## config.mk

```make
export PLATFORM = sky130hd
export DESIGN_NAME = signed_int_to_decimal_padded
export DESIGN_NICKNAME = d
export VERILOG_FILES = /design/src/sv/sitdp_pkg.sv /design/src/sv/sitdp_front.sv /design/src/sv/sitdp_fifo.sv /design/src/sv/sitdp_back.sv /design/src/sv/signed_int_to_decimal_padded.sv
export VERILOG_INCLUDE_DIRS = /design/src /design/src/sv
export SDC_FILE = /design/constraint.sdc
export NUM_CORES = 1
export LEC_CHECK = 0
export BUFFER_PORTS_ARGS = -buffer_cell sky130_fd_sc_hd__buf_2
export CORE_UTILIZATION = 25
export CTS_BUF_LIST = sky130_fd_sc_hd__clkbuf_4
export CTS_CLUSTER_DIAMETER = 80
export DETAILED_ROUTE_END_ITERATION = 10
export GPL_TIMING_DRIVEN = 1
export PLACE_DENSITY_LB_ADDON = 0.1
export SYNTH_ARGS = -nofsm -noshare
export SYNTH_HDL_FRONTEND = slang
export SYNTH_SLANG_ARGS = --single-unit
```

## constraint.sdc

```tcl
create_clock -name aclk -period 4.6 [get_ports aclk]
set_clock_uncertainty 0.1 [all_clocks]
set_input_delay 0.92 -clock aclk [delete_from_list [all_inputs] [get_ports aclk]]
set_output_delay 0.92 -clock aclk [all_outputs]
set_load 0.01 [all_outputs]
```

## src/sv/signed_int_to_decimal_padded_assert.svh

```systemverilog
// Assertion helpers used by the RTL file sitdp_back.sv.
`ifndef SIGNED_INT_TO_DECIMAL_PADDED_ASSERT_SVH
`define SIGNED_INT_TO_DECIMAL_PADDED_ASSERT_SVH

// Checked only while out of reset.
`define SITDP_ASSERT_CLK(lbl, clk, rstn, prop, msg) \
    lbl: assert property (@(posedge clk) disable iff (!rstn) prop) else $error(msg);

// Checked on every edge, reset included.
`define SITDP_ASSERT_ALWAYS(lbl, clk, prop, msg) \
    lbl: assert property (@(posedge clk) prop) else $error(msg);

`endif

```

## src/sv/sitdp_pkg.sv

```systemverilog
`default_nettype none
package sitdp_pkg;

    localparam logic [5:0] CH_ZERO  = 6'd48;
    localparam logic [5:0] CH_MINUS = 6'd45;
    localparam logic [5:0] CH_SPACE = 6'd32;

    // shift-add-3 bits handled per cycle
    localparam int BITS_PER_STEP = 4;
    localparam int QUEUE_DEPTH   = 2;

    typedef enum logic [1:0] {
        ST_IDLE,
        ST_CONV,
        ST_COUNT,
        ST_EMIT
    } back_state_t;

    typedef struct packed {
        logic full;
        logic empty;
    } fifo_status_t;

endpackage
`default_nettype wire

```

## src/sv/sitdp_front.sv

```systemverilog
`default_nettype none
module sitdp_front #(
    parameter int VALUE_BITS = 32
) (
    input  wire logic                  aclk,
    input  wire logic                  aresetn,
    input  wire logic                  in_valid,
    output logic                       in_ready,
    input  wire logic [VALUE_BITS-1:0] in_value,
    input  wire sitdp_pkg::fifo_status_t q_status,
    output logic                       q_push,
    output logic                       q_neg,
    output logic [VALUE_BITS-1:0]      q_mag
);

    logic                  valid_reg;
    logic                  neg_reg;
    logic [VALUE_BITS-1:0] mag_reg;
    logic                  neg_w;

    assign q_push   = valid_reg && !q_status.full;
    assign in_ready = !valid_reg || !q_status.full;
    assign q_neg    = neg_reg;
    assign q_mag    = mag_reg;
    assign neg_w    = in_value[VALUE_BITS-1];

    always_ff @(posedge aclk) begin
        if (!aresetn) begin
            valid_reg <= 1'b0;
        end else if (in_valid && in_ready) begin
            valid_reg <= 1'b1;
        end else if (q_push) begin
            valid_reg <= 1'b0;
        end
    end

    // magnitude held unsigned, so the most negative value stays exact
    always_ff @(posedge aclk) begin
        if (in_valid && in_ready) begin
            neg_reg <= neg_w;
            mag_reg <= neg_w ? (~in_value + VALUE_BITS'(1)) : in_value;
        end
    end

endmodule
`default_nettype wire

```

## src/sv/sitdp_fifo.sv

```systemverilog
`default_nettype none
module sitdp_fifo #(
    parameter int WIDTH = 33
) (
    input  wire logic               aclk,
    input  wire logic               aresetn,
    input  wire logic               push,
    input  wire logic [WIDTH-1:0]   push_data,
    input  wire logic               pop,
    output logic [WIDTH-1:0]        pop_data,
    output sitdp_pkg::fifo_status_t status
);

    localparam int DEPTH = sitdp_pkg::QUEUE_DEPTH;
    localparam int AW    = (DEPTH > 1) ? $clog2(DEPTH) : 1;
    localparam int CW    = $clog2(DEPTH + 1);

    logic [WIDTH-1:0] mem [DEPTH];
    logic [AW-1:0]    wr_ptr_reg;
    logic [AW-1:0]    rd_ptr_reg;
    logic [CW-1:0]    count_reg;

    assign status.full  = (count_reg == CW'(DEPTH));
    assign status.empty = (count_reg == '0);
    assign pop_data     = mem[rd_ptr_reg];

    always_ff @(posedge aclk) begin
        if (push) begin
            mem[wr_ptr_reg] <= push_data;
        end
    end

    always_ff @(posedge aclk) begin
        if (!aresetn) begin
            wr_ptr_reg <= '0;
            rd_ptr_reg <= '0;
            count_reg  <= '0;
        end else begin
            if (push) begin
                wr_ptr_reg <= (wr_ptr_reg == AW'(DEPTH - 1)) ? '0 : wr_ptr_reg + AW'(1);
            end
            if (pop) begin
                rd_ptr_reg <= (rd_ptr_reg == AW'(DEPTH - 1)) ? '0 : rd_ptr_reg + AW'(1);
            end
            if (push && !pop) begin
                count_reg <= count_reg + CW'(1);
            end else if (pop && !push) begin
                count_reg <= count_reg - CW'(1);
            end
        end
    end

endmodule
`default_nettype wire

```

## src/sv/sitdp_back.sv

```systemverilog
`default_nettype none
`include "signed_int_to_decimal_padded_assert.svh"
module sitdp_back #(
    parameter int VALUE_BITS = 32,
    parameter int MAX_WIDTH  = 32
) (
    input  wire logic                    aclk,
    input  wire logic                    aresetn,
    input  wire sitdp_pkg::fifo_status_t q_status,
    input  wire logic                    in_neg,
    input  wire logic [VALUE_BITS-1:0]   in_mag,
    output logic                         in_pop,
    input  wire logic [5:0]              min_width,
    output logic                         m_tvalid,
    input  wire logic                    m_tready,
    output logic [7:0]                   m_tdata,
    output logic                         m_tlast
);

    localparam int BPS    = sitdp_pkg::BITS_PER_STEP;
    localparam int STEPS  = (VALUE_BITS + BPS - 1) / BPS;
    localparam int MAGW   = STEPS * BPS;
    localparam int STW    = $clog2(STEPS + 1);
    // 0.31 > log10(2), so this bounds the digits of 2^(VALUE_BITS-1)
    localparam int NDIG   = (VALUE_BITS * 31) / 100 + 1;
    localparam int DIGW   = (NDIG > 1) ? $clog2(NDIG) : 1;
    localparam int TOTMAX = (MAX_WIDTH > NDIG + 1) ? MAX_WIDTH : NDIG + 1;
    localparam int CNTW   = $clog2(TOTMAX + 1);

    sitdp_pkg::back_state_t state_reg, state_next;

    logic                  neg_reg, neg_next;
    logic [MAGW-1:0]       shift_reg, shift_next;
    logic [NDIG*4-1:0]     bcd_reg, bcd_next;
    logic [STW-1:0]        step_reg, step_next;
    logic [CNTW-1:0]       text_len_reg, text_len_next;
    logic [CNTW-1:0]       rem_reg, rem_next;

    logic [3:0]            digit_w [NDIG];
    logic [NDIG*4-1:0]     dab_bcd;
    logic [MAGW-1:0]       dab_shift;
    logic [CNTW-1:0]       ndig_w;
    logic [CNTW-1:0]       text_len_w;
    logic [CNTW-1:0]       width_w;
    logic [6:0]            width_sat;
    logic [CNTW-1:0]       rem_m1;
    logic [5:0]            char_w;

    for (genvar g = 0; g < NDIG; g++) begin : g_dig
        assign digit_w[g] = bcd_reg[g*4 +: 4];
    end

    // shift-add-3, BPS bits per cycle
    always_comb begin
        dab_bcd   = bcd_reg;
        dab_shift = shift_reg;
        for (int st = 0; st < BPS; st++) begin
            for (int d = 0; d < NDIG; d++) begin
                if (dab_bcd[d*4 +: 4] >= 4'd5) begin
                    dab_bcd[d*4 +: 4] = dab_bcd[d*4 +: 4] + 4'd3;
                end
            end
            {dab_bcd, dab_shift} = {dab_bcd, dab_shift} << 1;
        end
    end

    // significant digits, at least one
    always_comb begin
        ndig_w = CNTW'(1);
        for (int i = 1; i < NDIG; i++) begin
            if (digit_w[i] != 4'd0) begin
                ndig_w = CNTW'(i + 1);
            end
        end
    end

    assign text_len_w = ndig_w + CNTW'(neg_reg);
    assign width_sat  = ({1'b0, min_width} > 7'(MAX_WIDTH)) ? 7'(MAX_WIDTH)
                                                            : {1'b0, min_width};
    assign width_w    = CNTW'(width_sat);
    assign rem_m1     = rem_reg - CNTW'(1);

    always_comb begin
        state_next = state_reg;
        case (state_reg)
            sitdp_pkg::ST_IDLE: begin
                if (!q_status.empty) begin
                    state_next = sitdp_pkg::ST_CONV;
                end
            end
            sitdp_pkg::ST_CONV: begin
                if (step_reg == STW'(1)) begin
                    state_next = sitdp_pkg::ST_COUNT;
                end
            end
            sitdp_pkg::ST_COUNT: begin
                state_next = sitdp_pkg::ST_EMIT;
            end
            sitdp_pkg::ST_EMIT: begin
                if (m_tready && rem_reg == CNTW'(1)) begin
                    state_next = sitdp_pkg::ST_IDLE;
                end
            end
            default: begin
                state_next = sitdp_pkg::ST_IDLE;
            end
        endcase
    end

    // characters count down: pad, then sign, then digits high to low
    always_comb begin
        if (rem_reg > text_len_reg) begin
            char_w = sitdp_pkg::CH_SPACE;
        end else if (neg_reg && rem_reg == text_len_reg) begin
            char_w = sitdp_pkg::CH_MINUS;
        end else begin
            char_w = sitdp_pkg::CH_ZERO + {2'b00, digit_w[rem_m1[DIGW-1:0]]};
        end
    end

    always_comb begin
        in_pop   = (state_reg == sitdp_pkg::ST_IDLE) && !q_status.empty;
        m_tvalid = (state_reg == sitdp_pkg::ST_EMIT);
        m_tlast  = (rem_reg == CNTW'(1));
        m_tdata  = {2'b00, char_w};
    end

    always_comb begin
        neg_next      = neg_reg;
        shift_next    = shift_reg;
        bcd_next      = bcd_reg;
        step_next     = step_reg;
        text_len_next = text_len_reg;
        rem_next      = rem_reg;
        case (state_reg)
            sitdp_pkg::ST_IDLE: begin
                neg_next   = in_neg;
                shift_next = MAGW'(in_mag);
                bcd_next   = '0;
                step_next  = STW'(STEPS);
            end
            sitdp_pkg::ST_CONV: begin
                bcd_next   = dab_bcd;
                shift_next = dab_shift;
                step_next  = step_reg - STW'(1);
            end
            sitdp_pkg::ST_COUNT: begin
                text_len_next = text_len_w;
                rem_next      = (text_len_w > width_w) ? text_len_w : width_w;
            end
            sitdp_pkg::ST_EMIT: begin
                if (m_tready) begin
                    rem_next = rem_m1;
                end
            end
            default: begin
                rem_next = rem_reg;
            end
        endcase
    end

    always_ff @(posedge aclk) begin
        if (!aresetn) begin
            state_reg <= sitdp_pkg::ST_IDLE;
        end else begin
            state_reg <= state_next;
        end
    end

    always_ff @(posedge aclk) begin
        neg_reg      <= neg_next;
        shift_reg    <= shift_next;
        bcd_reg      <= bcd_next;
        step_reg     <= step_next;
        text_len_reg <= text_len_next;
        rem_reg      <= rem_next;
    end

    `SITDP_ASSERT_CLK(a_emit_nonzero, aclk, aresetn, m_tvalid |-> rem_reg != '0, "emit with no chars left")
    `SITDP_ASSERT_CLK(a_last_ends, aclk, aresetn, (m_tvalid && m_tready && m_tlast) |=> !m_tvalid, "output continued past last char")
    `SITDP_ASSERT_CLK(a_count_fits, aclk, aresetn, (state_reg == sitdp_pkg::ST_COUNT) |=> (rem_reg >= text_len_reg && text_len_reg != '0), "field narrower than text")
    `SITDP_ASSERT_ALWAYS(a_reset_quiet, aclk, !aresetn |=> !m_tvalid, "output valid after reset")

endmodule
`default_nettype wire

```

## src/sv/signed_int_to_decimal_padded.sv

```systemverilog
// Converts each signed integer request into its decimal ASCII text, one character per
// output request, most significant first, with a leading '-' for negatives (the most
// negative value included) and spaces on the left up to min_width characters
// (min_width above MAX_WIDTH counts as MAX_WIDTH; zero means no padding). m_tlast marks
// the final character; no terminator follows. The back end loads an item from the
// two-entry queue, runs it through its shift-add-3 converter, counts the digits, then
// emits the max(text length, min(min_width, MAX_WIDTH)) characters of the field. The
// front register and queue accept up to three further items meanwhile. min_width is
// written by cfg_wr_en/cfg_wr_data; the user must write it only while the block is
// idle, which the block does not enforce; reset value 8.
`default_nettype none
module signed_int_to_decimal_padded #(
    parameter int MAX_WIDTH  = 32,
    parameter int VALUE_BITS = 32
) (
    input  wire logic                         aclk,
    input  wire logic                         aresetn,
    input  wire logic                         cfg_wr_en,
    input  wire logic [5:0]                   cfg_wr_data,
    input  wire logic                         s_tvalid,
    output logic                              s_tready,
    input  wire logic [((VALUE_BITS+7)/8)*8-1:0] s_tdata,  // [VALUE_BITS-1:0] value
    output logic                              m_tvalid,
    input  wire logic                         m_tready,
    output logic [7:0]                        m_tdata,  // [5:0] char_code
    output logic                              m_tlast
);

    localparam int QW = VALUE_BITS + 1;

    logic [5:0]              min_width_reg;
    sitdp_pkg::fifo_status_t q_status;
    logic                    q_push;
    logic                    q_pop;
    logic                    f_neg;
    logic [VALUE_BITS-1:0]   f_mag;
    logic [QW-1:0]           q_out;

    always_ff @(posedge aclk) begin
        if (!aresetn) begin
            min_width_reg <= 6'd8;
        end else if (cfg_wr_en) begin
            min_width_reg <= cfg_wr_data;
        end
    end

    sitdp_front #(
        .VALUE_BITS(VALUE_BITS)
    ) u_front (
        .aclk    (aclk),
        .aresetn (aresetn),
        .in_valid(s_tvalid),
        .in_ready(s_tready),
        .in_value(s_tdata[VALUE_BITS-1:0]),
        .q_status(q_status),
        .q_push  (q_push),
        .q_neg   (f_neg),
        .q_mag   (f_mag)
    );

    sitdp_fifo #(
        .WIDTH(QW)
    ) u_fifo (
        .aclk     (aclk),
        .aresetn  (aresetn),
        .push     (q_push),
        .push_data({f_neg, f_mag}),
        .pop      (q_pop),
        .pop_data (q_out),
        .status   (q_status)
    );

    sitdp_back #(
        .VALUE_BITS(VALUE_BITS),
        .MAX_WIDTH (MAX_WIDTH)
    ) u_back (
        .aclk     (aclk),
        .aresetn  (aresetn),
        .q_status (q_status),
        .in_neg   (q_out[QW-1]),
        .in_mag   (q_out[VALUE_BITS-1:0]),
        .in_pop   (q_pop),
        .min_width(min_width_reg),
        .m_tvalid (m_tvalid),
        .m_tready (m_tready),
        .m_tdata  (m_tdata),
        .m_tlast  (m_tlast)
    );

endmodule
`default_nettype wire

```

Word level (Yosys, flattened, before mapping)
Memory sizes are Yosys's and may differ from the RTL's. A register that Yosys moved wholly into a read port is not among the register bits.
Index checks and enable logic that the tools add are counted.

word-level totals
  memories kept = 1
  memory bits (writable) = 66
  word-level logic and storage cells = 228
  bits in registers = 135

cells by class
  muxes and demuxes = 76
  reduce and logical (&&, ||, !) cells = 30
  equality and inequality tests = 11
  add/sub/neg operators = 49
  bitwise operators = 2
  magnitude comparators = 44

memory list
  name        words  width  read ports  clocked after memory_dff  wr ports  line              RTL
  u_fifo.mem  2      33     1           1                         1         sitdp_fifo.sv:18  logic [WIDTH-1:0] mem [DEPTH];

operator list
  kind                                                 number
  two-way mux 4 bit                                    41
  >= comparator 4 x 3 -> 1 bit, second input constant  40
  adder 4 x 2 -> 4 bit, second input constant          36
  one-hot mux 40 bit (2 select lines)                  1
  one-hot mux 32 bit (2 select lines)                  1
  nonzero test 4 bit                                   9
  adder 32 x 1 -> 32 bit, second input constant        1
  inverter 32 bit                                      1
  two-way mux 31 bit                                   1
  two-way mux 6 bit                                    5
  two-way mux 3 bit                                    8
  binary-select mux 4 bit (select 4 bit)               1
  two-way mux 2 bit                                    7
  adder 3 x 2 -> 3 bit, second input constant          4
  > comparator 6 bit                                   2
  one-hot mux 6 bit (2 select lines)                   1
  two-way mux 1 bit                                    8
  one-hot mux 2 bit (4 select lines)                   1
  one-hot mux 4 bit (2 select lines)                   1
  nonzero test 2 bit                                   4
  logical AND 1 bit                                    7
  adder 5 x 5 -> 6 bit, first input constant           1
  equality test 2 bit, second input constant           3
  equality test 6 x 1 -> 1 bit, second input constant  1
  19 further kinds                                     27

Logic depth before layout (Yosys ltp)
  depth in word-level cells = 14
  mapped depth = 27
  gate-level depth less buffers = 27

Modules after synthesis
A second synthesis with hierarchy kept.

unflattened totals
  cells, all modules = 1,316
  area, all modules = 14,216.1 um^2

by module, submodules not included
  module                        sequential area each (um^2)  area each (um^2)  instances  cells an instance
  sitdp_back                    2,682.6                      9,520.4           1          1,028
  sitdp_fifo                    2,082.0                      2,600.0           1          125
  sitdp_front                   1,011.0                      1,869.3           1          144
  signed_int_to_decimal_padded  120.1                        226.5             1          19

Worst setup path before layout
Ideal clock, no wire load.

  kind = register to register
  start = register u_back.bcd_reg[21]
  end = register u_back.bcd_reg[26] (data pin)
  clock period less this slack = 4.940 ns
  arrival time = 4.700 ns
  required time = 4.360 ns
  stages on the path, launching flop included = 25
  slack = -0.340 ns
  setup time = 0.140 ns
  path through = edfxtp_1 > inv_1 > ha_1 > and2b_1 > a2bb2oi_1 > and2_1 > inv_1 > ha_1 > clkbuf_1 > nor2b_1 > or4_1 > nand2_1 > inv_1 > ha_1 > nand2b_1 > nand2_1 > a32oi_1 > o221ai_1 > xor2_1 > ha_1 > nor2b_1 > a211oi_1 > nor3b_2 > mux2_2 > nor2_1

on the way
  word-level cells in the longest chain between the ends = 9
  elaborated cells between the ends (all ways) = 19

ends and longest elaborated chain
  element                                                                      line                                RTL
  start, declared                                                              sitdp_back.sv:34                    logic [NDIG*4-1:0] bcd_reg, bcd_next;
  start signal, assigned                                                       sitdp_back.sv:173                   bcd_reg <= bcd_next;
  adder 4 x 2 -> 4 bit / >= comparator 4 x 3 -> 1 bit (equally long branches)  sitdp_back.sv:60, sitdp_back.sv:59
  two-way mux 4 bit *                                                          sitdp_back.sv:59                    if (dab_bcd[d*4 +: 4] >= 4'd5) begin
  adder 4 x 2 -> 4 bit / >= comparator 4 x 3 -> 1 bit (equally long branches)  sitdp_back.sv:60, sitdp_back.sv:59
  two-way mux 4 bit                                                            sitdp_back.sv:59
  adder 4 x 2 -> 4 bit / >= comparator 4 x 3 -> 1 bit (equally long branches)  sitdp_back.sv:60, sitdp_back.sv:59
  two-way mux 4 bit                                                            sitdp_back.sv:59
  adder 4 x 2 -> 4 bit / >= comparator 4 x 3 -> 1 bit (equally long branches)  sitdp_back.sv:60, sitdp_back.sv:59
  two-way mux 4 bit *                                                          sitdp_back.sv:59
  one-hot mux 40 bit (2 select lines) *                                        sitdp_back.sv:135                   case (state_reg)

Mark *: on every way between the ends. The rest lies on a longest branch, timed or not.
A chain may end at the register's enable or synchronous reset.

Worst setup path after layout
  start = register u_back.bcd_reg[17]
  end = register u_back.bcd_reg[26] (data pin)

Same word-level chain as after synthesis.

==> results.sh <==
export IMPL_ys_types=83
export IMPL_antenna_found_initial=4
export IMPL_ys_flop_type="edfxtp_1"
export IMPL_postLayoutCellArea_sq_um=19900
export IMPL_clock_latency_ns=0.80
export IMPL_placed_cells=2371
export IMPL_hold_viol_final=0
export IMPL_htreeDepth=2
export IMPL_die_area_sq_um=57400
export IMPL_setup_viol=1
export IMPL_failed_checks="negative setup slack"
export IMPL_area_delta_synth_final_pct=40.9
export IMPL_stdcell_count=2571
export IMPL_post_route_min_period_ns=4.61
export IMPL_drtPass1Iterations=4
export IMPL_max_cap_violations=0
export IMPL_placement_io_buffers=50
export IMPL_grt_ovfl_total=0
export IMPL_multi_input_area_sq_um=9250
export IMPL_wl_per_cell_microns=15.0
export IMPL_worst_setup_path_type="flop to flop"
export IMPL_hold_slack_ns=0.275
export IMPL_cts_buffer_depth=3
export IMPL_fin_nets=1913
export IMPL_vias=11700
export IMPL_grt_max_degree=45
export IMPL_grt_setup_unrepaired="yes"
export IMPL_synth_async_sr_flop_share_pct=0
export IMPL_fin_crit_sh_pct=100
export IMPL_detail_route_antenna_nets=0
export IMPL_max_freq_mhz=217
export IMPL_cts_made_buffers=59
export IMPL_syn_area_sq_um=14100
export IMPL_hold_path_class="flop to flop"
export IMPL_row_count=86
export IMPL_place_gp_congestion=0.761
export IMPL_required_ns=5.14
export IMPL_placed_area_sq_um=16900
export IMPL_seqCellArea_sq_um=5900
export IMPL_synth_edff_count=187
export IMPL_drt_first_iter_violations=375
export IMPL_routed_wl_mm=38.5
export IMPL_syn_area_per_cell_sq_um=10.1
export IMPL_synth_top_area_share_pct=39.8
export IMPL_critPathMaxFanout=3
export IMPL_coreArea_sq_um=55400
export IMPL_grt_pass1_vias=11400
export IMPL_start_kind="flop"
export IMPL_drive_above_1_share_pct=41.3
export IMPL_cts_tree="yes"
export IMPL_dp_hpwl_mm=27.4
export IMPL_ys_seq_area_share_pct=41.8
export IMPL_status="complete, but fails checks"
export IMPL_synth_ff_latch_count=201
export IMPL_drc_errors=0
export IMPL_cpPeakStageDelay_ns=0.51
export IMPL_largest_register_ff_count=66
export IMPL_chipWidth_microns=240
export IMPL_cts_hold_buf=0
export IMPL_yosysTopAreaCell="edfxtp_1"
export IMPL_layout_setup_ws_ns=-0.0144
export IMPL_worst_setup_path_end_kind="flop"
export IMPL_tightestPinTransition_ns=0.953
export IMPL_yosys_top_cells_area="edfxtp_1, ha_1, mux2i_1, nand2_1, xnor2_1"
export IMPL_worst_setup_hold_path_clk_slew_ns=0.07
export IMPL_path_cells="inv_2, ha_4, and2b_2, buf_6, nor3_4, a21o_1, inv_1, ha_2, nor2b_4, or4_4, nand2_4, inv_4, ha_4, nand2b_4, nand2_4, a32oi_2, o221ai_2, xor2_2, ha_2, nor2b_4, a211oi_2, nor3b_2, mux2_4, nor2_2"
export IMPL_nFillCells=5580
export IMPL_grt_pass1_wl_mm=59.4
export IMPL_clock_sinks=201
export IMPL_initial_core_util_pct=25.4
export IMPL_num_io_pins=54
export IMPL_syn_inst=1401
export IMPL_yosysWarnings=0
export IMPL_grt_usage_pct=13.1
export IMPL_slew_limit_headroom_pct=34.7
export IMPL_die_h_microns=240
export IMPL_viasPerCell=4.55
export IMPL_report_final_slew_viol_count=0
export IMPL_critical_path_slowest_cell="or4_4"
export IMPL_cp_data_arrival_time_ns=5.16
export IMPL_cts_root_buffer="clkbuf_4"
==> timing repair <==
| action | CTS | global route |
|---|---|---|
| endpoints found under the setup margin | 22 | 35 |
| buffers inserted | 26 | 63 |
| gates resized for setup | 91 | 245 |
| gates cloned | 0 | 0 |
| pin swaps | 34 | 125 |
==> logic make-up (layout without fill, tap and decap cells) <==
kind of cell    Yosys count  count (layout)  synth area share (%)
other cells               2               9                0.0533
flops                   201             201                  41.8
mux                     114             114                  9.01
compound gates          308             308                  14.8
simple gates            447             447                  16.5
xor+xnor                 72              72                  4.47
fa+ha+maj               102             102                  9.05
buf+inv                 155             570                  4.29
==> cells in the mapped netlist (all sizes together) (8+ instances only) <==
cell type / n
o31ai: 22
a211o: 15
a31oi: 13
xor2: 13
o211ai: 14
nor2: 84
xnor2: 59
a211oi: 25
clkbuf: 31
ha: 102
a21o: 13
edfxtp: 187
or4: 10
nand2b: 43
or3: 18
or2: 9
a21oi: 46
nand2: 140
o21a: 9
buf: 16
nand3: 12
nor3: 20
nor3b: 18
o21ai: 89
dfxtp: 14
nor2b: 32
inv: 106
mux2i: 85
mux4: 8
and2: 24
mux2: 21
==> metal layers <==
| layer | up-vias | track usage (%) | part of all wire [%] |
|---|---|---|---|
| met3 | 59 | 3.03 | 3.8 |
| li1 | 5900 | - | - |
| met5 | - | 0 | 0 |
| met2 | 180 | 23.0 | 50 |
| met1 | 5548 | 15.9 | 45 |
| met4 | 0 | 3.42 | 1.9 |
==> worst max-delay path, delay by kind of cell (launching register included) <==
| kind | cells | cell delay (ns) |
|---|---|---|
| AND/OR/NAND/NOR | 10 | 1.77 |
| adder cells (fa/ha/maj) | 4 | 0.70 |
| AO/OA/AOI/OAI | 4 | 0.53 |
| flip-flops | 1 | 0.40 |
| multiplexers | 1 | 0.34 |
| buffers and inverters | 4 | 0.34 |
| XOR/XNOR | 1 | 0.26 |
==> path summary, 6_finish.rpt <==
| path | end | slack (ns) | cells after the start | from |
|---|---|---|---|---|
| worst max register to register | u_back.bcd_reg[26] | -0.01 | 24 | u_back.bcd_reg[17] |
| worst min-delay path | u_fifo.mem[0][19] | 0.27 | 0 | u_front.q_mag[19] |
| worst max-delay path | u_back.bcd_reg[26] | -0.01 | 24 | u_back.bcd_reg[17] |
| worst min register to register | u_fifo.mem[0][19] | 0.27 | 0 | u_front.q_mag[19] |
==> stage by stage <==
| stage | setup TNS (ns) | utilization [%] | worst slack, ns |
|---|---|---|---|
| 2_1_floorplan | -0.0155 | - | -0.0155 |
| 3_3_place_gp | -1.67 | 30.4 | -0.181 |
| 3_5_place_dp | -1.95 | 30.4 | -0.266 |
| 4_1_cts | -0.0357 | 32.9 | -0.0205 |
| 5_1_grt | -1.65 | 35.8 | -0.242 |
| 6_report | -0.0144 | 35.8 | -0.0144 |
==> final cells by class <==
cell class	count	share of cell area [%]
inverter	108	2.08
timing repair buffer	350	12.9
tap	748	4.71
multi-input combinational	1048	46.5
clock inverter	31	0.970
clock buffer	81	3.06
sequential	201	29.7
antenna	4	0.0504
==> layout by cell type, fill, tap and decap left out, types with 13 or more instances in the layout <==
| cell | count |
|---|---|
| nand2b_4 | 19 |
| nand2b_1 | 24 |
| inv_2 | 28 |
| ha_2 | 23 |
| nand2_1 | 122 |
| nor2b_1 | 13 |
| a21o_1 | 13 |
| a211o_1 | 15 |
| clkinv_1 | 22 |
| buf_6 | 16 |
| xnor2_1 | 44 |
| o31ai_1 | 17 |
| and2_1 | 16 |
| nor3_1 | 15 |
| o21ai_0 | 71 |
| ha_4 | 37 |
| nor3b_1 | 16 |
| o211ai_1 | 14 |
| a21oi_1 | 41 |
| buf_2 | 50 |
| mux2_2 | 18 |
| clkbuf_4 | 81 |
| or3_1 | 14 |
| dfxtp_1 | 13 |
| buf_4 | 284 |
| edfxtp_1 | 187 |
| nor2_1 | 75 |
| mux2i_1 | 80 |
| ha_1 | 42 |
| inv_1 | 75 |
| nor2b_4 | 15 |
Power is not shown: default switching activity piles up to over one toggle a cycle in this logic, so the estimate is an artifact.
